===== config.mk =====
export PLATFORM = sky130hd
export DESIGN_NAME = bitmap_box_downscale_alpha_core_flat
export DESIGN_NICKNAME = d
export VERILOG_FILES = /design/src/rtl/bbda_pkg.sv /design/src/rtl/bbda_pix_if.sv /design/src/rtl/bbda_res_if.sv /design/src/rtl/bbda_cfg_if.sv /design/src/rtl/bitmap_box_downscale_alpha.sv /design/src/rtl/bbda_ram.sv /design/src/rtl/bbda_div.sv /design/src/rtl/bbda_cfg.sv /design/src/flat_wrapper.sv
export SDC_FILE = /design/constraint.sdc
export NUM_CORES = 1
export LEC_CHECK = 0
export ABC_AREA = 1
export BUFFER_PORTS_ARGS = -buffer_cell sky130_fd_sc_hd__buf_2
export CAP_MARGIN = 20
export CORE_AREA = 2 2 369 371
export CTS_BUF_LIST = sky130_fd_sc_hd__clkbuf_4
export DETAILED_ROUTE_END_ITERATION = 8
export DIE_AREA = 0 0 371 373
export HOLD_SLACK_MARGIN = 0.12
export MAX_ROUTING_LAYER = met4
export PLACE_DENSITY = 0.41
export SETUP_SLACK_MARGIN = 0.02
export SLEW_MARGIN = 10
export SYNTH_ARGS = -nofsm -noshare
export SYNTH_HDL_FRONTEND = slang
export SYNTH_SLANG_ARGS = --single-unit

===== constraint.sdc =====
create_clock -name clk_i -period 7.75 [get_ports clk_i]
set_input_delay 0.3875 -clock clk_i [delete_from_list [all_inputs] [get_ports clk_i]]
set_output_delay 0.3875 -clock clk_i [all_outputs]
set_load 0.005 [all_outputs]

===== src/rtl/bbda_pkg.sv =====
package bbda_pkg;

  // Source and output geometry limits
  localparam int MaxWidth   = 128;
  localparam int MaxHeight  = 128;
  localparam int MaxOutCols = 64;
  localparam int ScaleMin   = 2;
  localparam int ScaleMax   = 16;
  localparam int SumMax     = 511;

  // Field and counter widths
  localparam int PixW    = 8;
  localparam int AlphaW  = 8;
  localparam int ColW    = $clog2(MaxOutCols);
  localparam int RowW    = 6;
  localparam int SumW    = 9;
  localparam int WidthW  = 8;
  localparam int HeightW = 8;
  localparam int ScaleW  = 5;
  localparam int ByteW   = $clog2(MaxWidth / PixW);
  localparam int SrcRowW = $clog2(MaxHeight);
  localparam int BandW   = $clog2(ScaleMax);
  localparam int SubW    = $clog2(ScaleMax);
  localparam int BitW    = $clog2(PixW);

  // Divide unit widths: count*255 over scale squared, and pixel x over scale
  localparam int NumW   = SumW + AlphaW;
  localparam int DenW   = 2 * (ScaleW - 1) + 1;
  localparam int QuotW  = 8;
  localparam int StepW  = $clog2(QuotW);

  // Configuration port
  localparam int CfgIdxW  = 2;
  localparam int CfgDataW = 8;

  typedef enum logic [CfgIdxW-1:0] {
    CfgWidth  = 2'd0,
    CfgHeight = 2'd1,
    CfgScale  = 2'd2
  } cfg_idx_e;

  localparam logic [WidthW-1:0]  WidthRst  = 8'd8;
  localparam logic [HeightW-1:0] HeightRst = 8'd8;
  localparam logic [ScaleW-1:0]  ScaleRst  = 5'd8;

  // Clamped configuration seen by the datapath
  typedef struct packed {
    logic [WidthW-1:0]  width;
    logic [HeightW-1:0] height;
    logic [ScaleW-1:0]  scale;
    logic [ByteW:0]     bytes_per_row;
    logic               written;
  } cfg_t;

  // Divide unit request and response
  typedef struct packed {
    logic              start;
    logic [NumW-1:0]   dividend;
    logic [DenW-1:0]   divisor;
    logic [StepW-1:0]  top;
  } div_req_t;

  typedef struct packed {
    logic              done;
    logic [QuotW-1:0]  quotient;
    logic [NumW-1:0]   remainder;
  } div_rsp_t;

endpackage


===== src/rtl/bbda_pix_if.sv =====
interface bbda_pix_if;
  logic                      valid;
  logic                      ready;
  logic [bbda_pkg::PixW-1:0] pixel_byte;

  modport source (output valid, output pixel_byte, input ready);
  modport sink (input valid, input pixel_byte, output ready);
endinterface


===== src/rtl/bbda_res_if.sv =====
interface bbda_res_if;
  logic                        valid;
  logic                        ready;
  logic [bbda_pkg::AlphaW-1:0] alpha;
  logic [bbda_pkg::ColW-1:0]   out_col;
  logic [bbda_pkg::RowW-1:0]   out_row;
  logic                        row_last;
  logic                        image_last;

  modport source (output valid, output alpha, output out_col, output out_row,
                  output row_last, output image_last, input ready);
  modport sink (input valid, input alpha, input out_col, input out_row,
                input row_last, input image_last, output ready);
endinterface


===== src/rtl/bbda_cfg_if.sv =====
interface bbda_cfg_if;
  logic                          valid;
  logic                          ready;
  logic [bbda_pkg::CfgIdxW-1:0]  index;
  logic [bbda_pkg::CfgDataW-1:0] data;

  modport source (output valid, output index, output data, input ready);
  modport sink (input valid, input index, input data, output ready);
endinterface


===== src/rtl/bitmap_box_downscale_alpha.sv =====
// Box-filter downscaler from a 1-bit bitmap to 8-bit alpha. Feed packed source
// bytes in row order, bit 7 leftmost, ceil(width/8) bytes per row. Each byte
// keeps the input closed after acceptance while its 8 pixels are walked, with
// one column-sum RAM read for every output column the byte touches (one to
// four), since all column sums live in one RAM with a single read port. After
// a configuration write in the middle of a row, the next byte first passes
// through the shared divide unit to find its starting column. The byte that
// ends a band (scale_factor rows, or the last image row) is followed by a burst
// of ceil(width/scale_factor) results; each alpha comes from an 8-step pass of
// the shared divide unit as floor(count*255/scale_factor^2), or is 255 without
// a divide when it saturates. No input is taken during the burst, but the next
// byte is taken while the last result still waits in the output register.
// Column sums are cleared through per-entry valid flags, so there is no
// clearing pass after reset or per band.
module bitmap_box_downscale_alpha_core (
  input  logic       clk_i,
  input  logic       rst_ni,
  bbda_cfg_if.sink   cfg_i,
  bbda_pix_if.sink   pix_i,
  bbda_res_if.source res_o
);

  typedef enum logic [2:0] {
    S_IDLE,
    S_DIV,
    S_RD,
    S_PIX,
    S_EM_RD,
    S_EM_CHK,
    S_EM_DIV,
    S_EM_OUT
  } state_e;

  localparam int NumPad = bbda_pkg::NumW - bbda_pkg::ByteW - bbda_pkg::BitW;
  localparam int DenPad = bbda_pkg::DenW - bbda_pkg::ScaleW;

  bbda_pkg::cfg_t     cfg;
  bbda_pkg::div_req_t div_req;
  bbda_pkg::div_rsp_t div_rsp;

  state_e                           state_q, state_d;
  logic [bbda_pkg::PixW-1:0]        pix_q, pix_d;
  logic [bbda_pkg::BitW-1:0]        bit_q, bit_d;
  logic [bbda_pkg::BitW:0]          cnt_q, cnt_d;
  logic [bbda_pkg::ColW-1:0]        col_q, col_d;
  logic [bbda_pkg::SubW-1:0]        sub_q, sub_d;
  logic                             resync_q, resync_d;
  logic [bbda_pkg::ByteW-1:0]       bir_q, bir_d;
  logic [bbda_pkg::SrcRowW-1:0]     src_q, src_d;
  logic [bbda_pkg::BandW-1:0]       rib_q, rib_d;
  logic [bbda_pkg::RowW-1:0]        orow_q, orow_d;
  logic [bbda_pkg::RowW-1:0]        erow_q, erow_d;
  logic                             elast_q, elast_d;
  logic [bbda_pkg::ColW-1:0]        ecol_q, ecol_d;
  logic [bbda_pkg::WidthW-1:0]      base_q, base_d;
  logic [bbda_pkg::AlphaW-1:0]      ealpha_q, ealpha_d;
  logic [bbda_pkg::MaxOutCols-1:0]  vld_q, vld_d;

  logic                             ovalid_q, ovalid_d;
  logic [bbda_pkg::AlphaW-1:0]      oalpha_q, oalpha_d;
  logic [bbda_pkg::ColW-1:0]        ocol_q, ocol_d;
  logic [bbda_pkg::RowW-1:0]        orowo_q, orowo_d;
  logic                             orl_q, orl_d;
  logic                             oil_q, oil_d;

  logic                             ram_we;
  logic                             ram_re;
  logic [bbda_pkg::ColW-1:0]        ram_raddr;
  logic [bbda_pkg::SumW-1:0]        ram_wdata;
  logic [bbda_pkg::SumW-1:0]        ram_rdata;

  logic                             pix_acc;
  logic                             out_free;
  logic [bbda_pkg::ByteW+bbda_pkg::BitW-1:0] pos_x;
  logic                             hit;
  logic [bbda_pkg::BitW:0]          cnt_inc;
  logic                             sub_wrap;
  logic                             seg_end;
  logic [bbda_pkg::SumW-1:0]        old_pix;
  logic [bbda_pkg::SumW:0]          sum_ext;
  logic [bbda_pkg::ByteW:0]         bir_next;
  logic [bbda_pkg::BandW:0]         rib_next;
  logic [bbda_pkg::HeightW-1:0]     src_next;
  logic                             last_row;
  logic                             emit;
  logic [bbda_pkg::SumW-1:0]        old_em;
  logic [bbda_pkg::NumW-1:0]        num;
  logic [2*bbda_pkg::ScaleW-1:0]    sq_full;
  logic [bbda_pkg::DenW-1:0]        den;
  logic                             sat;
  logic [bbda_pkg::WidthW:0]        base_next;
  logic                             row_end_col;

  bbda_cfg u_cfg (
    .clk_i  (clk_i),
    .rst_ni (rst_ni),
    .cfg_i  (cfg_i),
    .cfg_o  (cfg)
  );

  bbda_div u_div (
    .clk_i  (clk_i),
    .rst_ni (rst_ni),
    .req_i  (div_req),
    .rsp_o  (div_rsp)
  );

  bbda_ram #(
    .Width (bbda_pkg::SumW),
    .Depth (bbda_pkg::MaxOutCols)
  ) u_sums (
    .clk_i   (clk_i),
    .we_i    (ram_we),
    .waddr_i (col_q),
    .wdata_i (ram_wdata),
    .re_i    (ram_re),
    .raddr_i (ram_raddr),
    .rdata_o (ram_rdata)
  );

  assign pix_i.ready = (state_q == S_IDLE);
  assign pix_acc     = pix_i.valid && pix_i.ready;
  assign out_free    = !ovalid_q || res_o.ready;

  // RAM read address: walked column during pixels, emitted column at band end
  assign ram_re    = (state_q == S_RD) || (state_q == S_EM_RD);
  assign ram_raddr = (state_q == S_EM_RD) ? ecol_q : col_q;

  // Pixel walk terms
  assign pos_x    = {bir_q, bit_q};
  assign hit      = ({1'b0, pos_x} < cfg.width) && pix_q[3'd7 - bit_q];
  assign cnt_inc  = cnt_q + {{bbda_pkg::BitW{1'b0}}, hit};
  assign sub_wrap = ({1'b0, sub_q} + bbda_pkg::ScaleW'(1)) >= cfg.scale;
  assign seg_end  = sub_wrap || (bit_q == bbda_pkg::BitW'(bbda_pkg::PixW - 1));
  assign old_pix  = vld_q[col_q] ? ram_rdata : '0;
  assign sum_ext  = {1'b0, old_pix} + (bbda_pkg::SumW + 1)'(cnt_inc);
  assign ram_wdata = (sum_ext > (bbda_pkg::SumW + 1)'(bbda_pkg::SumMax)) ?
                     bbda_pkg::SumW'(bbda_pkg::SumMax) : sum_ext[bbda_pkg::SumW-1:0];

  // Row and band end terms
  assign bir_next = {1'b0, bir_q} + (bbda_pkg::ByteW + 1)'(1);
  assign rib_next = {1'b0, rib_q} + (bbda_pkg::BandW + 1)'(1);
  assign src_next = bbda_pkg::HeightW'(src_q) + bbda_pkg::HeightW'(1);
  assign last_row = src_next >= cfg.height;
  assign emit     = ({1'b0, rib_next} >= (bbda_pkg::BandW + 2)'(cfg.scale)) || last_row;

  // Emission terms: count*255 against scale squared
  assign old_em    = vld_q[ecol_q] ? ram_rdata : '0;
  assign num       = {old_em, {bbda_pkg::AlphaW{1'b0}}} - bbda_pkg::NumW'(old_em);
  assign sq_full   = cfg.scale * cfg.scale;
  assign den       = sq_full[bbda_pkg::DenW-1:0];
  assign sat       = num >= {den, {bbda_pkg::AlphaW{1'b0}}};
  assign base_next = {1'b0, base_q} + (bbda_pkg::WidthW + 1)'(cfg.scale);
  assign row_end_col = (base_next >= {1'b0, cfg.width}) ||
                       (ecol_q == bbda_pkg::ColW'(bbda_pkg::MaxOutCols - 1));

  // Sequencer next state
  always_comb begin
    state_d  = state_q;
    pix_d    = pix_q;
    bit_d    = bit_q;
    cnt_d    = cnt_q;
    col_d    = col_q;
    sub_d    = sub_q;
    resync_d = resync_q;
    bir_d    = bir_q;
    src_d    = src_q;
    rib_d    = rib_q;
    orow_d   = orow_q;
    erow_d   = erow_q;
    elast_d  = elast_q;
    ecol_d   = ecol_q;
    base_d   = base_q;
    ealpha_d = ealpha_q;
    vld_d    = vld_q;
    ovalid_d = ovalid_q && !res_o.ready;
    oalpha_d = oalpha_q;
    ocol_d   = ocol_q;
    orowo_d  = orowo_q;
    orl_d    = orl_q;
    oil_d    = oil_q;
    ram_we   = 1'b0;
    div_req.start    = 1'b0;
    div_req.dividend = {{NumPad{1'b0}}, bir_q, {bbda_pkg::BitW{1'b0}}};
    div_req.divisor  = {{DenPad{1'b0}}, cfg.scale};
    div_req.top      = bbda_pkg::StepW'(bbda_pkg::ByteW + bbda_pkg::BitW - 1);

    case (state_q)
      S_IDLE: begin
        if (pix_acc) begin
          pix_d = pix_i.pixel_byte;
          bit_d = '0;
          if (bir_q == '0) begin
            col_d    = '0;
            sub_d    = '0;
            resync_d = 1'b0;
            state_d  = S_RD;
          end else if (resync_q) begin
            div_req.start = 1'b1;
            state_d       = S_DIV;
          end else begin
            state_d = S_RD;
          end
        end
      end
      S_DIV: begin
        if (div_rsp.done) begin
          col_d    = div_rsp.quotient[bbda_pkg::ColW-1:0];
          sub_d    = div_rsp.remainder[bbda_pkg::SubW-1:0];
          resync_d = 1'b0;
          state_d  = S_RD;
        end
      end
      S_RD: begin
        cnt_d   = '0;
        state_d = S_PIX;
      end
      S_PIX: begin
        // Count this pixel and step the column walk
        cnt_d = cnt_inc;
        bit_d = bit_q + 1'b1;
        if (sub_wrap) begin
          sub_d = '0;
          col_d = col_q + 1'b1;
        end else begin
          sub_d = sub_q + 1'b1;
        end
        if (seg_end) begin
          ram_we       = 1'b1;
          vld_d[col_q] = 1'b1;
        end
        if (bit_q == bbda_pkg::BitW'(bbda_pkg::PixW - 1)) begin
          if (bir_next < cfg.bytes_per_row) begin
            bir_d   = bir_next[bbda_pkg::ByteW-1:0];
            state_d = S_IDLE;
          end else begin
            // Row end: advance row counters, start the band burst if due
            bir_d   = '0;
            src_d   = last_row ? '0 : src_next[bbda_pkg::SrcRowW-1:0];
            rib_d   = emit ? '0 : rib_next[bbda_pkg::BandW-1:0];
            orow_d  = last_row ? '0 : (emit ? orow_q + 1'b1 : orow_q);
            erow_d  = orow_q;
            elast_d = last_row;
            ecol_d  = '0;
            base_d  = '0;
            state_d = emit ? S_EM_RD : S_IDLE;
          end
        end else if (seg_end) begin
          state_d = S_RD;
        end
      end
      S_EM_RD: begin
        state_d = S_EM_CHK;
      end
      S_EM_CHK: begin
        if (sat) begin
          ealpha_d = '1;
          state_d  = S_EM_OUT;
        end else begin
          div_req.start    = 1'b1;
          div_req.dividend = num;
          div_req.divisor  = den;
          div_req.top      = bbda_pkg::StepW'(bbda_pkg::QuotW - 1);
          state_d          = S_EM_DIV;
        end
      end
      S_EM_DIV: begin
        if (div_rsp.done) begin
          ealpha_d = div_rsp.quotient;
          state_d  = S_EM_OUT;
        end
      end
      S_EM_OUT: begin
        // Hand the word to the output register once it is free
        if (out_free) begin
          ovalid_d = 1'b1;
          oalpha_d = ealpha_q;
          ocol_d   = ecol_q;
          orowo_d  = erow_q;
          orl_d    = row_end_col;
          oil_d    = row_end_col && elast_q;
          if (row_end_col) begin
            vld_d   = '0;
            state_d = S_IDLE;
          end else begin
            ecol_d  = ecol_q + 1'b1;
            base_d  = base_next[bbda_pkg::WidthW-1:0];
            state_d = S_EM_RD;
          end
        end
      end
      default: begin
        state_d = S_IDLE;
      end
    endcase

    // A config write may move the column grid under a partly done row
    if (cfg.written) begin
      resync_d = 1'b1;
    end
  end

  // State and registered outputs
  always_ff @(posedge clk_i or negedge rst_ni) begin
    if (!rst_ni) begin
      state_q  <= S_IDLE;
      pix_q    <= '0;
      bit_q    <= '0;
      cnt_q    <= '0;
      col_q    <= '0;
      sub_q    <= '0;
      resync_q <= 1'b0;
      bir_q    <= '0;
      src_q    <= '0;
      rib_q    <= '0;
      orow_q   <= '0;
      erow_q   <= '0;
      elast_q  <= 1'b0;
      ecol_q   <= '0;
      base_q   <= '0;
      ealpha_q <= '0;
      vld_q    <= '0;
      ovalid_q <= 1'b0;
      oalpha_q <= '0;
      ocol_q   <= '0;
      orowo_q  <= '0;
      orl_q    <= 1'b0;
      oil_q    <= 1'b0;
    end else begin
      state_q  <= state_d;
      pix_q    <= pix_d;
      bit_q    <= bit_d;
      cnt_q    <= cnt_d;
      col_q    <= col_d;
      sub_q    <= sub_d;
      resync_q <= resync_d;
      bir_q    <= bir_d;
      src_q    <= src_d;
      rib_q    <= rib_d;
      orow_q   <= orow_d;
      erow_q   <= erow_d;
      elast_q  <= elast_d;
      ecol_q   <= ecol_d;
      base_q   <= base_d;
      ealpha_q <= ealpha_d;
      vld_q    <= vld_d;
      ovalid_q <= ovalid_d;
      oalpha_q <= oalpha_d;
      ocol_q   <= ocol_d;
      orowo_q  <= orowo_d;
      orl_q    <= orl_d;
      oil_q    <= oil_d;
    end
  end

  assign res_o.valid      = ovalid_q;
  assign res_o.alpha      = oalpha_q;
  assign res_o.out_col    = ocol_q;
  assign res_o.out_row    = orowo_q;
  assign res_o.row_last   = orl_q;
  assign res_o.image_last = oil_q;

endmodule


===== src/rtl/bbda_ram.sv =====
module bbda_ram #(
  parameter int Width = 9,
  parameter int Depth = 64,
  localparam int AddrW = $clog2(Depth)
) (
  input  logic             clk_i,
  input  logic             we_i,
  input  logic [AddrW-1:0] waddr_i,
  input  logic [Width-1:0] wdata_i,
  input  logic             re_i,
  input  logic [AddrW-1:0] raddr_i,
  output logic [Width-1:0] rdata_o
);

  logic [Width-1:0] mem_q [Depth];

  // Write port and registered read port
  always_ff @(posedge clk_i) begin
    if (we_i) begin
      mem_q[waddr_i] <= wdata_i;
    end
    if (re_i) begin
      rdata_o <= mem_q[raddr_i];
    end
  end

endmodule


===== src/rtl/bbda_div.sv =====
module bbda_div (
  input  logic               clk_i,
  input  logic               rst_ni,
  input  bbda_pkg::div_req_t req_i,
  output bbda_pkg::div_rsp_t rsp_o
);

  logic                          busy_q;
  logic                          done_q;
  logic [bbda_pkg::NumW-1:0]     rem_q;
  logic [bbda_pkg::DenW-1:0]     den_q;
  logic [bbda_pkg::QuotW-1:0]    quot_q;
  logic [bbda_pkg::StepW-1:0]    step_q;
  logic [bbda_pkg::NumW-1:0]     trial;
  logic                          fits;

  // Shifted divisor for the current quotient bit
  assign trial = {{(bbda_pkg::NumW - bbda_pkg::DenW){1'b0}}, den_q} << step_q;
  assign fits  = rem_q >= trial;

  // Control: one quotient bit per cycle, pulse done after the last
  always_ff @(posedge clk_i or negedge rst_ni) begin
    if (!rst_ni) begin
      busy_q <= 1'b0;
      done_q <= 1'b0;
    end else if (req_i.start) begin
      busy_q <= 1'b1;
      done_q <= 1'b0;
    end else if (busy_q) begin
      if (step_q == '0) begin
        busy_q <= 1'b0;
        done_q <= 1'b1;
      end
    end else begin
      done_q <= 1'b0;
    end
  end

  // Datapath: restoring shift-subtract
  always_ff @(posedge clk_i) begin
    if (req_i.start) begin
      rem_q  <= req_i.dividend;
      den_q  <= req_i.divisor;
      step_q <= req_i.top;
      quot_q <= '0;
    end else if (busy_q) begin
      if (fits) begin
        rem_q          <= rem_q - trial;
        quot_q[step_q] <= 1'b1;
      end
      if (step_q != '0) begin
        step_q <= step_q - 1'b1;
      end
    end
  end

  assign rsp_o.done      = done_q;
  assign rsp_o.quotient  = quot_q;
  assign rsp_o.remainder = rem_q;

endmodule


===== src/rtl/bbda_cfg.sv =====
module bbda_cfg (
  input  logic             clk_i,
  input  logic             rst_ni,
  bbda_cfg_if.sink         cfg_i,
  output bbda_pkg::cfg_t   cfg_o
);

  logic [bbda_pkg::WidthW-1:0]  width_q;
  logic [bbda_pkg::HeightW-1:0] height_q;
  logic [bbda_pkg::ScaleW-1:0]  scale_q;
  logic                         wr;
  logic [bbda_pkg::WidthW:0]    width_round;

  assign cfg_i.ready = 1'b1;
  assign wr = cfg_i.valid && cfg_i.ready;

  // Store written registers; unknown indexes are dropped
  always_ff @(posedge clk_i or negedge rst_ni) begin
    if (!rst_ni) begin
      width_q  <= bbda_pkg::WidthRst;
      height_q <= bbda_pkg::HeightRst;
      scale_q  <= bbda_pkg::ScaleRst;
    end else if (wr) begin
      case (bbda_pkg::cfg_idx_e'(cfg_i.index))
        bbda_pkg::CfgWidth:  width_q  <= cfg_i.data[bbda_pkg::WidthW-1:0];
        bbda_pkg::CfgHeight: height_q <= cfg_i.data[bbda_pkg::HeightW-1:0];
        bbda_pkg::CfgScale:  scale_q  <= cfg_i.data[bbda_pkg::ScaleW-1:0];
        default: ;
      endcase
    end
  end

  // Clamp to the supported ranges and derive bytes per row
  always_comb begin
    if (width_q == '0) begin
      cfg_o.width = bbda_pkg::WidthW'(1);
    end else if (width_q > bbda_pkg::WidthW'(bbda_pkg::MaxWidth)) begin
      cfg_o.width = bbda_pkg::WidthW'(bbda_pkg::MaxWidth);
    end else begin
      cfg_o.width = width_q;
    end

    if (height_q == '0) begin
      cfg_o.height = bbda_pkg::HeightW'(1);
    end else if (height_q > bbda_pkg::HeightW'(bbda_pkg::MaxHeight)) begin
      cfg_o.height = bbda_pkg::HeightW'(bbda_pkg::MaxHeight);
    end else begin
      cfg_o.height = height_q;
    end

    if (scale_q < bbda_pkg::ScaleW'(bbda_pkg::ScaleMin)) begin
      cfg_o.scale = bbda_pkg::ScaleW'(bbda_pkg::ScaleMin);
    end else if (scale_q > bbda_pkg::ScaleW'(bbda_pkg::ScaleMax)) begin
      cfg_o.scale = bbda_pkg::ScaleW'(bbda_pkg::ScaleMax);
    end else begin
      cfg_o.scale = scale_q;
    end

    width_round         = {1'b0, cfg_o.width} + (bbda_pkg::WidthW + 1)'(7);
    cfg_o.bytes_per_row =
        width_round[bbda_pkg::ByteW+bbda_pkg::BitW:bbda_pkg::BitW];
    cfg_o.written       = wr;
  end

endmodule


===== src/flat_wrapper.sv =====
// flat-port wrapper written by rule: the top's interface ports become plain ports
module bitmap_box_downscale_alpha_core_flat 
  (clk_i, rst_ni, cfg_i_valid, cfg_i_index, cfg_i_data, cfg_i_ready, pix_i_valid, pix_i_pixel_byte, pix_i_ready, res_o_valid, res_o_alpha, res_o_out_col, res_o_out_row, res_o_row_last, res_o_image_last, res_o_ready);
  bbda_cfg_if cfg_i_i ();
  bbda_pix_if pix_i_i ();
  bbda_res_if res_o_i ();
  input  logic clk_i;
  input  logic rst_ni;
  input wire logic [$bits(cfg_i_i.valid)-1:0] cfg_i_valid;
  input wire logic [$bits(cfg_i_i.index)-1:0] cfg_i_index;
  input wire logic [$bits(cfg_i_i.data)-1:0] cfg_i_data;
  output wire logic [$bits(cfg_i_i.ready)-1:0] cfg_i_ready;
  input wire logic [$bits(pix_i_i.valid)-1:0] pix_i_valid;
  input wire logic [$bits(pix_i_i.pixel_byte)-1:0] pix_i_pixel_byte;
  output wire logic [$bits(pix_i_i.ready)-1:0] pix_i_ready;
  output wire logic [$bits(res_o_i.valid)-1:0] res_o_valid;
  output wire logic [$bits(res_o_i.alpha)-1:0] res_o_alpha;
  output wire logic [$bits(res_o_i.out_col)-1:0] res_o_out_col;
  output wire logic [$bits(res_o_i.out_row)-1:0] res_o_out_row;
  output wire logic [$bits(res_o_i.row_last)-1:0] res_o_row_last;
  output wire logic [$bits(res_o_i.image_last)-1:0] res_o_image_last;
  input wire logic [$bits(res_o_i.ready)-1:0] res_o_ready;
  assign cfg_i_i.valid = cfg_i_valid;
  assign cfg_i_i.index = cfg_i_index;
  assign cfg_i_i.data = cfg_i_data;
  assign cfg_i_ready = cfg_i_i.ready;
  assign pix_i_i.valid = pix_i_valid;
  assign pix_i_i.pixel_byte = pix_i_pixel_byte;
  assign pix_i_ready = pix_i_i.ready;
  assign res_o_valid = res_o_i.valid;
  assign res_o_alpha = res_o_i.alpha;
  assign res_o_out_col = res_o_i.out_col;
  assign res_o_out_row = res_o_i.out_row;
  assign res_o_row_last = res_o_i.row_last;
  assign res_o_image_last = res_o_i.image_last;
  assign res_o_i.ready = res_o_ready;
  bitmap_box_downscale_alpha_core u_core (.clk_i(clk_i), .rst_ni(rst_ni), .cfg_i(cfg_i_i), .pix_i(pix_i_i), .res_o(res_o_i));
endmodule

==> impl_results.rst, run 1 <==
.. list-table::
   :header-rows: 1

   * - Metric
     - Value
   * - Yosys top cell area share
     - 49.4%
   * - CTS H-Tree Depth
     - 4
   * - DRC violations left
     - 0
   * - Fraction of final layout cells with drive strength greater than 1
     - 14.4%
   * - Uppermost layer routed
     - met4
   * - Type of element capturing the critical path
     - flop
   * - Number of fill cells in the layout
     - 14.0k
   * - Pin count of the biggest net entering global routing
     - 158
   * - Die footprint
     - 138000 µm²
   * - CTS root buf
     - clkbuf_4
   * - Via count of the first global-routing pass
     - 27.9k
   * - Gate Count Post-Synth
     - 3557
   * - Fin cells
     - 5793
   * - Net count reported at finish
     - 3951
   * - Quantity of I/O buffers inserted on ports
     - 46
   * - Hold Crit Class
     - input port to flop
   * - Chip width
     - 371 µm
   * - Least setup slack across all paths after layout
     - 1.35 ns
   * - Wire length of the first global-routing pass
     - 179000 µm
   * - Library cell with the highest instance count after synthesis
     - edfxtp_1
   * - Post-detailed-placement cell area
     - 40100 µm²
   * - Max rail drop VDD
     - 0.411 mV
   * - Metal-1 WL
     - 55300 µm
   * - Worst-case clock skew
     - 0.123 ns
   * - Initial core utilization
     - 27.7%
   * - Portion of total power attributed to combinational logic
     - 41.1%
   * - Total vias in the final route
     - 28.3k
   * - Post-CTS sizing
     - 0
   * - Count of state elements after synthesis
     - 811
   * - TritonCTS clock tree
     - yes
   * - Worst slew pin tran
     - 1.09 ns
   * - Run status
     - finished clean
   * - Number of top-level pins
     - 48
   * - Critical path buffers and inverters
     - 5
   * - Setup repair after global routing missed its margin
     - false
   * - RD Place Congestion
     - 0.844
   * - Core Box Area
     - 135000 µm²
   * - Final cycle utilization of the critical path
     - 82.5%
   * - Data arrival at the endpoint of the critical path
     - 7.12 ns
   * - Wire length on met3
     - 5610 µm
   * - Post-Place Worst Slack
     - 1.30 ns
   * - Number of placed instances with taps included
     - 5314
   * - Count of distinct cell types in the synthesized netlist
     - 60
   * - Total length of routed wires
     - 119000 µm
   * - DR WL/cell
     - 20.6 µm
   * - Internal Pwr Total
     - 10.6 mW
   * - HPWL after DPL
     - 72100 µm
   * - Number of max-cap violations
     - 0
   * - Largest driver fanout on the critical path
     - 23
   * - First-pass DRT Iterations
     - 7
   * - Synth Warn #
     - 0
   * - Pwr dens
     - 420 nW/µm²
   * - Kind of start point of the critical path
     - flop
   * - Die Y-Extent
     - 373 µm
   * - List of most frequent post-synthesis cells
     - 614 x edfxtp_1, 439 x nand2_1, 431 x o21ai_0
   * - Largest area contributor in the netlist
     - edfxtp_1
   * - Post-Route Hold Slack
     - 0.312 ns
   * - Critical path data required time
     - 8.48 ns
   * - Remaining max-slew budget at the tightest pin
     - 27.2%
   * - Remaining global-route overflow
     - 0
   * - Inserted Clock Buffers
     - 225
   * - Ys flop type
     - edfxtp_1
   * - Buffer levels on the longest clock path
     - 3
   * - Setup TNS
     - 0 ns
   * - Net switching power
     - 7.80 mW
   * - Aggregate global-route resource usage
     - 17.7%
   * - Standard-cell row count
     - 135
   * - Layout-stage area growth over the synthesis result
     - 17.2%
   * - Avg Inst Size Synth
     - 10.5 µm²
   * - Clk pwr share
     - 21.7%
   * - Register area share after synthesis
     - 62.5%
   * - Clock insertion delay at the later pin of the skew report
     - 1.20 ns
   * - Max Freq
     - 156 MHz
   * - LEAKAGE
     - 16.6 nW
   * - Seq pwr share
     - 37.2%
   * - Switching power share of the total
     - 42.4%
   * - Clock-pin transition on the worst setup and hold timing paths
     - 0.06 ns
   * - Final antenna-violating net count
     - 0
   * - Synth top area cells
     - edfxtp_1 49%, dfrtp_1 12%, o21ai_0 5.8%
   * - Met2 Routed Length
     - 55200 µm
   * - Final non-filler cell area
     - 43700 µm²
   * - Kind of cell adding the most delay to the critical path
     - simple AND/OR/NAND/NOR gates
   * - Clock sink total
     - 811
   * - Max Slew Vio Count
     - 0
   * - Post-synth EDFFs
     - 614
   * - Type of the worst setup path
     - flop to flop
   * - Starting DRT DRC Count
     - 1984
   * - Per-cell via count in the routed design
     - 4.88
   * - Initial antenna violation count
     - 2
   * - Post-route minimum period
     - 6.40 ns
   * - Mapped cell area
     - 37300 µm²
   * - Cell at the slowest stage of the critical path
     - dfrtp_1
   * - Number of setup violations in the final report
     - 0
   * - CP dominant cell by count
     - nand2_1
   * - Hold Violations, Final
     - 0
   * - CP peak stage delay
     - 0.78 ns
   * - Synth async-reset ratio
     - 23.3%
==> cells in the final DEF (no fill, tap or decap), types with 10 or more instances in the layout <==
| cell type | netlist | layout |
|---|---|---|
| edfxtp_1 | 614 | 614 |
| nand2_1 | 439 | 432 |
| o21ai_0 | 431 | 429 |
| nor2_1 | 410 | 410 |
| clkbuf_4 | 0 | 345 |
| inv_1 | 284 | 284 |
| nand3_1 | 237 | 237 |
| dfrtp_1 | 186 | 186 |
| a21oi_1 | 146 | 146 |
| o22ai_1 | 110 | 110 |
| buf_4 | 5 | 107 |
| ha_1 | 95 | 95 |
| o211ai_1 | 76 | 76 |
| nor3_1 | 78 | 73 |
| o221ai_1 | 73 | 73 |
| dlygate4sd3_1 | 0 | 63 |
| clkinv_1 | 13 | 52 |
| buf_2 | 9 | 45 |
| xor2_1 | 39 | 39 |
| xnor2_1 | 16 | 16 |
| o21ai_1 | 17 | 11 |
| nand4_1 | 10 | 10 |
==> worst register-to-register path, delay by kind of cell (launching register included) <==
kind,cells,cell delay [ns]
and+or+nand+nor,22,3.53
buffers and inverters,5,0.75
adders and majority gates,2,0.57
AOI/OAI and AO/OA,2,0.18
xor gates and xnor gates,1,0.16
DFF,1,0.78
==> final cells by class <==
type,instances,area (µm²),area share [%]
Clock inverter,64,349,0.798
Sequential cell,811,23300,53.4
Tap cell,1781,2230,5.10
Inverter,304,1150,2.63
Clock buffer,344,2580,5.91
Antenna cell,4,10.0,0.0229
Multi-Input combinational cell,2260,12200,28.0
Timing Repair Buffer,225,1840,4.21
==> per-stage QoR <==
stage	total power, mW	utilization [%]
3_3_place_gp	14.5	29.8
4_1_cts	18.6	32.5
6_report	18.4	32.5
5_1_grt	19.8	32.5
3_5_place_dp	14.5	29.8
2_1_floorplan	11.6	-
==> power by group through the flow <==
stage / combinational [mW] / sequential (mW) / clock [mW]
final: 7.55 / 6.83 / 3.99
after CTS: 7.66 / 6.83 / 4.15
after global placement: 7.61 / 6.92 / 0
after detailed placement: 7.57 / 6.91 / 0
after floorplan: 4.82 / 6.82 / 0
after global routing: 8.52 / 6.89 / 4.37
==> path summary, 6_finish.rpt <==
check	startpoint	endpoint	slack, ns	cells after the start
max reg2reg	u_core.ecol_q[1]	u_core.u_div.rem_q[1]	1.35	32
max in group asynchronous	rst_ni	u_core.pix_q[3]	6.66	4
max	u_core.ecol_q[1]	u_core.u_div.rem_q[1]	1.35	32
min in group asynchronous	rst_ni	u_core.vld_q[33]	0.43	4
min reg2reg	u_core.u_div.quot_q[7]	u_core.u_div.quot_q[7]	0.45	2
min	cfg_i_index[0]	u_core.u_cfg.scale_q[3]	0.31	5
==> state kept, by name (all words and copies together), names as in the netlist, 7 cells and up <==
signal	count
u_core.u_sums.mem_q	576
u_core.vld_q	64
u_core.u_div.rem_q	17
u_core.u_div.den_q	9
u_core.u_sums.rdata_o	9
u_core.base_q	8
u_core.ealpha_q	8
u_core.pix_q	8
u_core.res_o.alpha	8
u_core.u_cfg.height_q	8
u_core.u_cfg.width_q	8
u_core.u_div.quot_q	8
u_core.src_q	7
==> layer usage <==
layer,vias up,track usage [%]
met5,-,-
met4,0,5.91
li1,13404,-
met1,13904,23.3
met3,230,3.57
met2,728,27.0
==> cell families after synthesis <==
family          synth area share, %
compound gates                 14.1
xor+xnor                       1.29
flops                          62.5
buf+inv                        5.07
mux                          0.0536
other cells                  0.0201
fa+ha+maj                      3.51
simple gates                   13.4
==> what timing repair did <==
action | in CTS | in global routing
setup buffers | 0 | 0
setup endpoints to repair | 0 | 0
hold buffers | 64 | 0
hold endpoints to repair | 239 | 0
(Power assumes the default switching activity.)
==> inputs of run 2 (changes only) <==
==> constraint.sdc (replaced) <==
create_clock -name clk_i -period 6.67 [get_ports clk_i]
set_input_delay 0.3335 -clock clk_i [delete_from_list [all_inputs] [get_ports clk_i]]
set_output_delay 0.3335 -clock clk_i [all_outputs]
set_load 0.005 [all_outputs]
==> impl_results.rst, run 2 (same netlist as run 1, synthesis figures left out) <==
.. list-table::
   :header-rows: 1

   * - Metric
     - Value
   * - Run status
     - finished clean
   * - CP dominant cell by count
     - nand2_1
   * - Critical path startpoint
     - u_core.col_q[0]
   * - Setup TNS
     - 0 ns
   * - DR WL/cell
     - 20.4 µm
   * - Via count of the first global-routing pass
     - 27.9k
   * - Setup slack on the worst flop-to-flop path
     - 0.60 ns
   * - Core Box Area
     - 135000 µm²
   * - Initial antenna violation count
     - 3
   * - Number of flip-flops under the largest register name
     - 576
   * - Number of top-level pins
     - 48
   * - Startpoint of the lowest-slack register-to-register path
     - u_core.col_q[0]
   * - Util after Layout
     - 32.5%
   * - Wire length of the first global-routing pass
     - 180000 µm
   * - Number of placed instances with taps included
     - 5324
   * - Worst slew pin tran
     - 0.992 ns
   * - HPWL after DPL
     - 72300 µm
   * - Pin count of the biggest net entering global routing
     - 145
   * - Most frequent standard cell in the layout excluding fill and tap cells
     - edfxtp_1
   * - Cell at the slowest stage of the critical path
     - nand2_2
   * - Hold Violations, Final
     - 0
   * - DRC violations left
     - 0
   * - Max Freq
     - 165 MHz
   * - Layout-stage area growth over the synthesis result
     - 17.4%
   * - TritonCTS clock tree
     - yes
   * - Clock insertion delay at the later pin of the skew report
     - 1.23 ns
   * - Top reg by flops
     - u_core.u_sums.mem_q
   * - Hold Crit Class
     - input port to async pin
   * - Data arrival at the endpoint of the critical path
     - 7.03 ns
   * - Critical path data required time
     - 7.63 ns
   * - Standard-cell row count
     - 135
   * - Aggregate global-route resource usage
     - 17.6%
   * - Inserted Clock Buffers
     - 222
   * - Setup repair after global routing missed its margin
     - false
   * - Number of setup violations in the final report
     - 0
   * - End of the worst register-to-register path
     - u_core.u_sums.mem_q[40][3]
   * - Fin cells
     - 5797
   * - Pwr dens
     - 489 nW/µm²
   * - Worst r2r path cells
     - 19
   * - Critical path depth
     - 19
   * - LEAKAGE
     - 16.6 nW
   * - Per-cell via count in the routed design
     - 4.85
   * - Top library cells by usage in the layout, fill and taps aside
     - 614 x edfxtp_1, 432 x nand2_1, 429 x o21ai_0, 410 x nor2_1, 319 x clkbuf_4
   * - Remaining max-slew budget at the tightest pin
     - 33.5%
   * - Timing endpoint of the critical path
     - u_core.u_sums.mem_q[40][3]
   * - Quantity of I/O buffers inserted on ports
     - 46
   * - Largest driver fanout on the critical path
     - 26
   * - Total length of routed wires
     - 118000 µm
   * - Initial core utilization
     - 27.7%
   * - Total vias in the final route
     - 28.1k
   * - Post-Place Worst Slack
     - 0.629 ns
   * - CTS root buf
     - clkbuf_4
   * - Die Y-Extent
     - 373 µm
   * - Type of element capturing the critical path
     - flop
   * - Max Slew Vio Count
     - 0
   * - Net count reported at finish
     - 3962
   * - Chip width
     - 371 µm
   * - Kind of cell adding the most delay to the critical path
     - simple AND/OR/NAND/NOR gates
   * - Fraction of final layout cells with drive strength greater than 1
     - 14.0%
   * - Post-route minimum period
     - 6.07 ns
   * - Type of the worst setup path
     - flop to flop
   * - Clock-pin transition on the worst setup and hold timing paths
     - 0.08 ns
   * - Die footprint
     - 138000 µm²
   * - Final cycle utilization of the critical path
     - 91.0%
   * - Buffer levels on the longest clock path
     - 3
   * - Worst-case clock skew
     - 0.0925 ns
   * - Clock sink total
     - 811
   * - CTS H-Tree Depth
     - 4
   * - Setup repair bufs after CTS
     - 0
   * - Starting DRT DRC Count
     - 1990
   * - Top Registers
     - u_core.u_sums.mem_q (576), u_core.vld_q (64), u_core.u_div.rem_q (17)
   * - Number of max-cap violations
     - 0
   * - Least setup slack across all paths after layout
     - 0.603 ns
   * - Remaining global-route overflow
     - 0
   * - Max rail drop VDD
     - 0.415 mV
   * - First-pass DRT Iterations
     - 7
   * - RD Place Congestion
     - 0.849
   * - Critical path cell sequence
     - inv_1 -> nand3_1 -> buf_4 -> o22ai_1 -> o41ai_1 -> nand2_1 -> nor2_1 -> nand2_1 -> inv_1 -> nor2_1 -> ha_1 -> nand3_1 -> nand2_1 -> a21oi_1 -> nand3b_1 -> nor4_1 -> nand2_1 -> nand2_2 -> buf_4
   * - Kind of start point of the critical path
     - flop
   * - CP peak stage delay
     - 0.61 ns
   * - Final antenna-violating net count
     - 0
   * - Critical path buffers and inverters
     - 4
[run 2: worst reg2reg max path: cells and delay by family, from the launching register on]
| family | cells | cell delay [ns] |
|---|---|---|
| AO/OA/AOI/OAI | 3 | 0.68 |
| AND/OR/NAND/NOR | 11 | 3.12 |
| adder cells (fa/ha/maj) | 1 | 0.34 |
| flip-flops | 1 | 0.54 |
| buffers and inverters | 4 | 1.11 |
[run 2: metal layers]
metal	vias up	GRT usage [%]	share of wire, %
met5	-	-	0
met1	13824	23.4	46
met2	655	27.4	47
met3	213	3.42	4.5
li1	13426	-	-
met4	0	4.74	2.1
[run 2: layout make-up]
| cell class | count | area, µm² |
|---|---|---|
| Fill cell | 13825 | 90800 |
| Clock inverter | 73 | 454 |
| Inverter | 304 | 1150 |
| Timing Repair Buffer | 239 | 1980 |
| Clock buffer | 319 | 2390 |
| Sequential cell | 811 | 23300 |
| Antenna cell | 10 | 25.0 |
| Tap cell | 1781 | 2230 |
| Multi-Input combinational cell | 2260 | 12200 |
[run 2: per-stage QoR]
step	area, µm²	hold slack [ns]	power [mW]
after global placement	40200	0.351	17.0
final	43800	0.297	21.4
after detailed placement	40200	0.351	17.0
after global routing	43800	0.244	23.1
after CTS	43800	0.232	21.7
after floorplan	37300	0.0379	13.5
[run 2: how the worst min path moves through the flow]
stage,slack (ns),depth (start not counted),endpoint,start
after floorplan,0.04,0,u_core.base_q[0],rst_ni
after global placement,0.35,1,u_core.res_o.out_col[5],rst_ni
after detailed placement,0.35,1,u_core.res_o.out_col[5],rst_ni
after CTS,0.23,4,u_core.res_o.alpha[6],rst_ni
after global routing,0.24,4,u_core.ealpha_q[6],rst_ni
final,0.30,4,u_core.res_o.alpha[6],rst_ni
[run 2: power by group]
group	internal (mW)	switching [mW]	total (mW)	leakage [nW]
clock network	2.27	2.25	4.52	1.68
registers	7.49	0.404	7.90	8.06
logic	2.45	6.56	9.02	6.88
total	12.2	9.22	21.4	16.6
[run 2: repair_timing]
action | CTS | global route
resized for setup | 0 | 0
endpoints found under the hold margin | 246 | 0
hold buffers | 70 | 0
==> inputs of run 3 (changes only) <==
--- a/config.mk
+++ b/config.mk
@@ -8,10 +8,10 @@
 export ABC_AREA = 1
 export BUFFER_PORTS_ARGS = -buffer_cell sky130_fd_sc_hd__buf_2
 export CAP_MARGIN = 20
-export CORE_AREA = 2 2 369 371
+export CORE_AREA = 2 2 279 488
 export CTS_BUF_LIST = sky130_fd_sc_hd__clkbuf_4
 export DETAILED_ROUTE_END_ITERATION = 8
-export DIE_AREA = 0 0 371 373
+export DIE_AREA = 0 0 281 490
 export HOLD_SLACK_MARGIN = 0.12
 export MAX_ROUTING_LAYER = met4
 export PLACE_DENSITY = 0.41
==> impl_results.rst, run 3 (same netlist as run 1, synthesis figures left out) <==
.. list-table::
   :header-rows: 1

   * - Metric
     - Value
   * - Run status
     - finished clean
   * - Switching power share of the total
     - 43.2%
   * - Fraction of final layout cells with drive strength greater than 1
     - 13.8%
   * - Top Registers
     - u_core.u_sums.mem_q (576), u_core.vld_q (64), u_core.u_div.rem_q (17)
   * - Number of flip-flops under the largest register name
     - 576
   * - Worst r2r path cells
     - 30
   * - Number of max-cap violations
     - 0
   * - Pin count of the biggest net entering global routing
     - 133
   * - Die Y-Extent
     - 490 µm
   * - Net switching power
     - 9.28 mW
   * - Core Box Area
     - 134000 µm²
   * - RD Place Congestion
     - 0.855
   * - Cts hold-fix bufs
     - 62
   * - Pwr dens
     - 493 nW/µm²
   * - Cell at the slowest stage of the critical path
     - fa_1
   * - TritonCTS clock tree
     - yes
   * - Portion of total power attributed to combinational logic
     - 43.5%
   * - Quantity of I/O buffers inserted on ports
     - 46
   * - Aggregate global-route resource usage
     - 18.8%
   * - Chip width
     - 281 µm
   * - Buffer levels on the longest clock path
     - 3
   * - Clock sink total
     - 811
   * - Min-Delay Path Depth
     - 5
   * - CP dominant cell by count
     - nand2_1
   * - Remaining global-route overflow
     - 0
   * - Setup TNS
     - 0 ns
   * - Clock-pin transition on the worst setup and hold timing paths
     - 0.07 ns
   * - Kind of start point of the critical path
     - flop
   * - Post-route minimum period
     - 6.18 ns
   * - Max Freq
     - 162 MHz
   * - Type of element capturing the critical path
     - flop
   * - Standard-cell row count
     - 178
   * - Setup repair bufs after CTS
     - 0
   * - Wire length of the first global-routing pass
     - 186000 µm
   * - CTS root buf
     - clkbuf_4
   * - Top reg by flops
     - u_core.u_sums.mem_q
   * - Final cycle utilization of the critical path
     - 92.6%
   * - Initial core utilization
     - 27.9%
   * - End point of the most critical hold path
     - u_core.u_cfg.scale_q[3]
   * - Worst-case clock skew
     - 0.0808 ns
   * - Post-CTS sizing
     - 0
   * - Setup repair after global routing missed its margin
     - false
   * - CTS H-Tree Depth
     - 4
   * - Seq pwr share
     - 36.9%
   * - Number of top-level pins
     - 48
   * - Die footprint
     - 138000 µm²
   * - End of the worst register-to-register path
     - u_core.u_div.rem_q[0]
   * - Final antenna-violating net count
     - 0
   * - Util after Layout
     - 32.5%
   * - Number of setup violations in the final report
     - 0
   * - Top library cells by usage in the layout, fill and taps aside
     - 614 x edfxtp_1, 432 x nand2_1, 429 x o21ai_0, 410 x nor2_1, 292 x clkbuf_4
   * - Layout-stage area growth over the synthesis result
     - 16.7%
   * - Clk pwr share
     - 19.6%
   * - LEAKAGE
     - 16.4 nW
   * - Data arrival at the endpoint of the critical path
     - 6.83 ns
   * - HPWL after DPL
     - 81000 µm
   * - Largest driver fanout on the critical path
     - 23
   * - First-pass DRT Iterations
     - 7
   * - Clock insertion delay at the later pin of the skew report
     - 1.15 ns
   * - CP peak stage delay
     - 0.57 ns
   * - Net count reported at finish
     - 3921
   * - Max Slew Vio Count
     - 0
   * - Worst slew pin tran
     - 1.15 ns
   * - Via count of the first global-routing pass
     - 28.9k
   * - Inserted Clock Buffers
     - 196
   * - Critical path data required time
     - 7.32 ns
   * - Max rail drop VDD
     - 0.762 mV
   * - DRC violations left
     - 0
   * - Type of the worst setup path
     - flop to flop
   * - Remaining max-slew budget at the tightest pin
     - 23.3%
   * - Total length of routed wires
     - 126000 µm
   * - Total vias in the final route
     - 28.1k
   * - Initial antenna violation count
     - 2
   * - Starting DRT DRC Count
     - 1490
   * - Post-Route Hold Slack
     - 0.285 ns
   * - Setup slack on the worst flop-to-flop path
     - 0.49 ns
   * - Hold path start
     - cfg_i_index[0]
   * - Startpoint of the lowest-slack register-to-register path
     - u_core.u_cfg.scale_q[3]
   * - Hold Violations, Final
     - 0
   * - Hold Crit Class
     - input port to flop
   * - Internal Pwr Total
     - 12.2 mW
   * - Per-cell via count in the routed design
     - 4.87
   * - DR WL/cell
     - 21.9 µm
   * - Most frequent standard cell in the layout excluding fill and tap cells
     - edfxtp_1
## run 3: cell types whose count changed in the layout (fill, tap and decap cells not counted), moves of 6 or more
cell,previous run,this run
clkbuf_4,319,292
nor3_1,73,57
dlygate4sd3_1,69,61
clkinv_1,59,47
buf_12,8,15
nor3_2,6,22
buf_4,114,97
inv_2,8,14
## run 3: per-layer routing
layer  vias up  part of all wire (%)  track usage [%]
met2       670                    55             34.7
met3       275                   3.5             2.82
met4         0                   4.9             9.17
li1      13302                     -                -
met5         -                     0                -
met1     13805                    37             19.2
## run 3: how the worst max path moves through the flow
| stage | from | endpoint |
|---|---|---|
| 3_3_place_gp | u_core.u_cfg.scale_q[3] | u_core.u_div.rem_q[14] |
| 3_5_place_dp | u_core.u_cfg.scale_q[3] | u_core.u_div.rem_q[10] |
| 6_report | u_core.u_cfg.scale_q[3] | u_core.u_div.rem_q[0] |
| 4_1_cts | u_core.u_cfg.scale_q[3] | u_core.u_div.rem_q[0] |
| 5_1_grt | u_core.u_cfg.scale_q[2] | u_core.u_div.rem_q[0] |
| 2_1_floorplan | u_core.u_cfg.width_q[4] | u_core.u_sums.mem_q[0][7] |
## run 3: worst max-delay path, delay by kind of cell (launching register included)
family	cells	cell delay (ns)
buf+inv	5	0.28
simple gates	13	1.96
xor+xnor	1	0.11
compound gates	6	0.92
flops	1	0.53
fa+ha+maj	5	1.90
## run 3: cell type report
| type | instances | area, µm² |
|---|---|---|
| fillers | 13800 | 90300 |
| flip-flops and latches | 811 | 23300 |
| multi-input cells | 2260 | 12300 |
| well taps | 1800 | 2250 |
| clock buffers | 292 | 2190 |
| repair buffers | 224 | 1970 |
| inverters | 304 | 1150 |
| clock inverters | 61 | 322 |
| diodes | 6 | 15.0 |
## run 3: power groups by stage
stage                     clock network [mW]  registers (mW)  logic [mW]
after floorplan                            0            7.92        5.60
after global placement                     0            8.03        9.42
after detailed placement                   0            8.03        9.44
after CTS                               4.36            7.92        9.55
after global routing                    4.56            7.98        10.4
final                                   4.20            7.92        9.34
## run 3: per-stage QoR
step | instances | worst slack, ns | instance area (µm²) | power (mW)
global placement | 5332 | 0.556 | 40300 | 17.5
finish | 5758 | 0.491 | 43500 | 21.4
detailed placement | 5336 | 0.546 | 40400 | 17.5
CTS | 5751 | 0.447 | 43500 | 21.8
global route | 5758 | 0.0311 | 43500 | 23.0
floorplan | 3559 | 0.409 | 37300 | 13.5
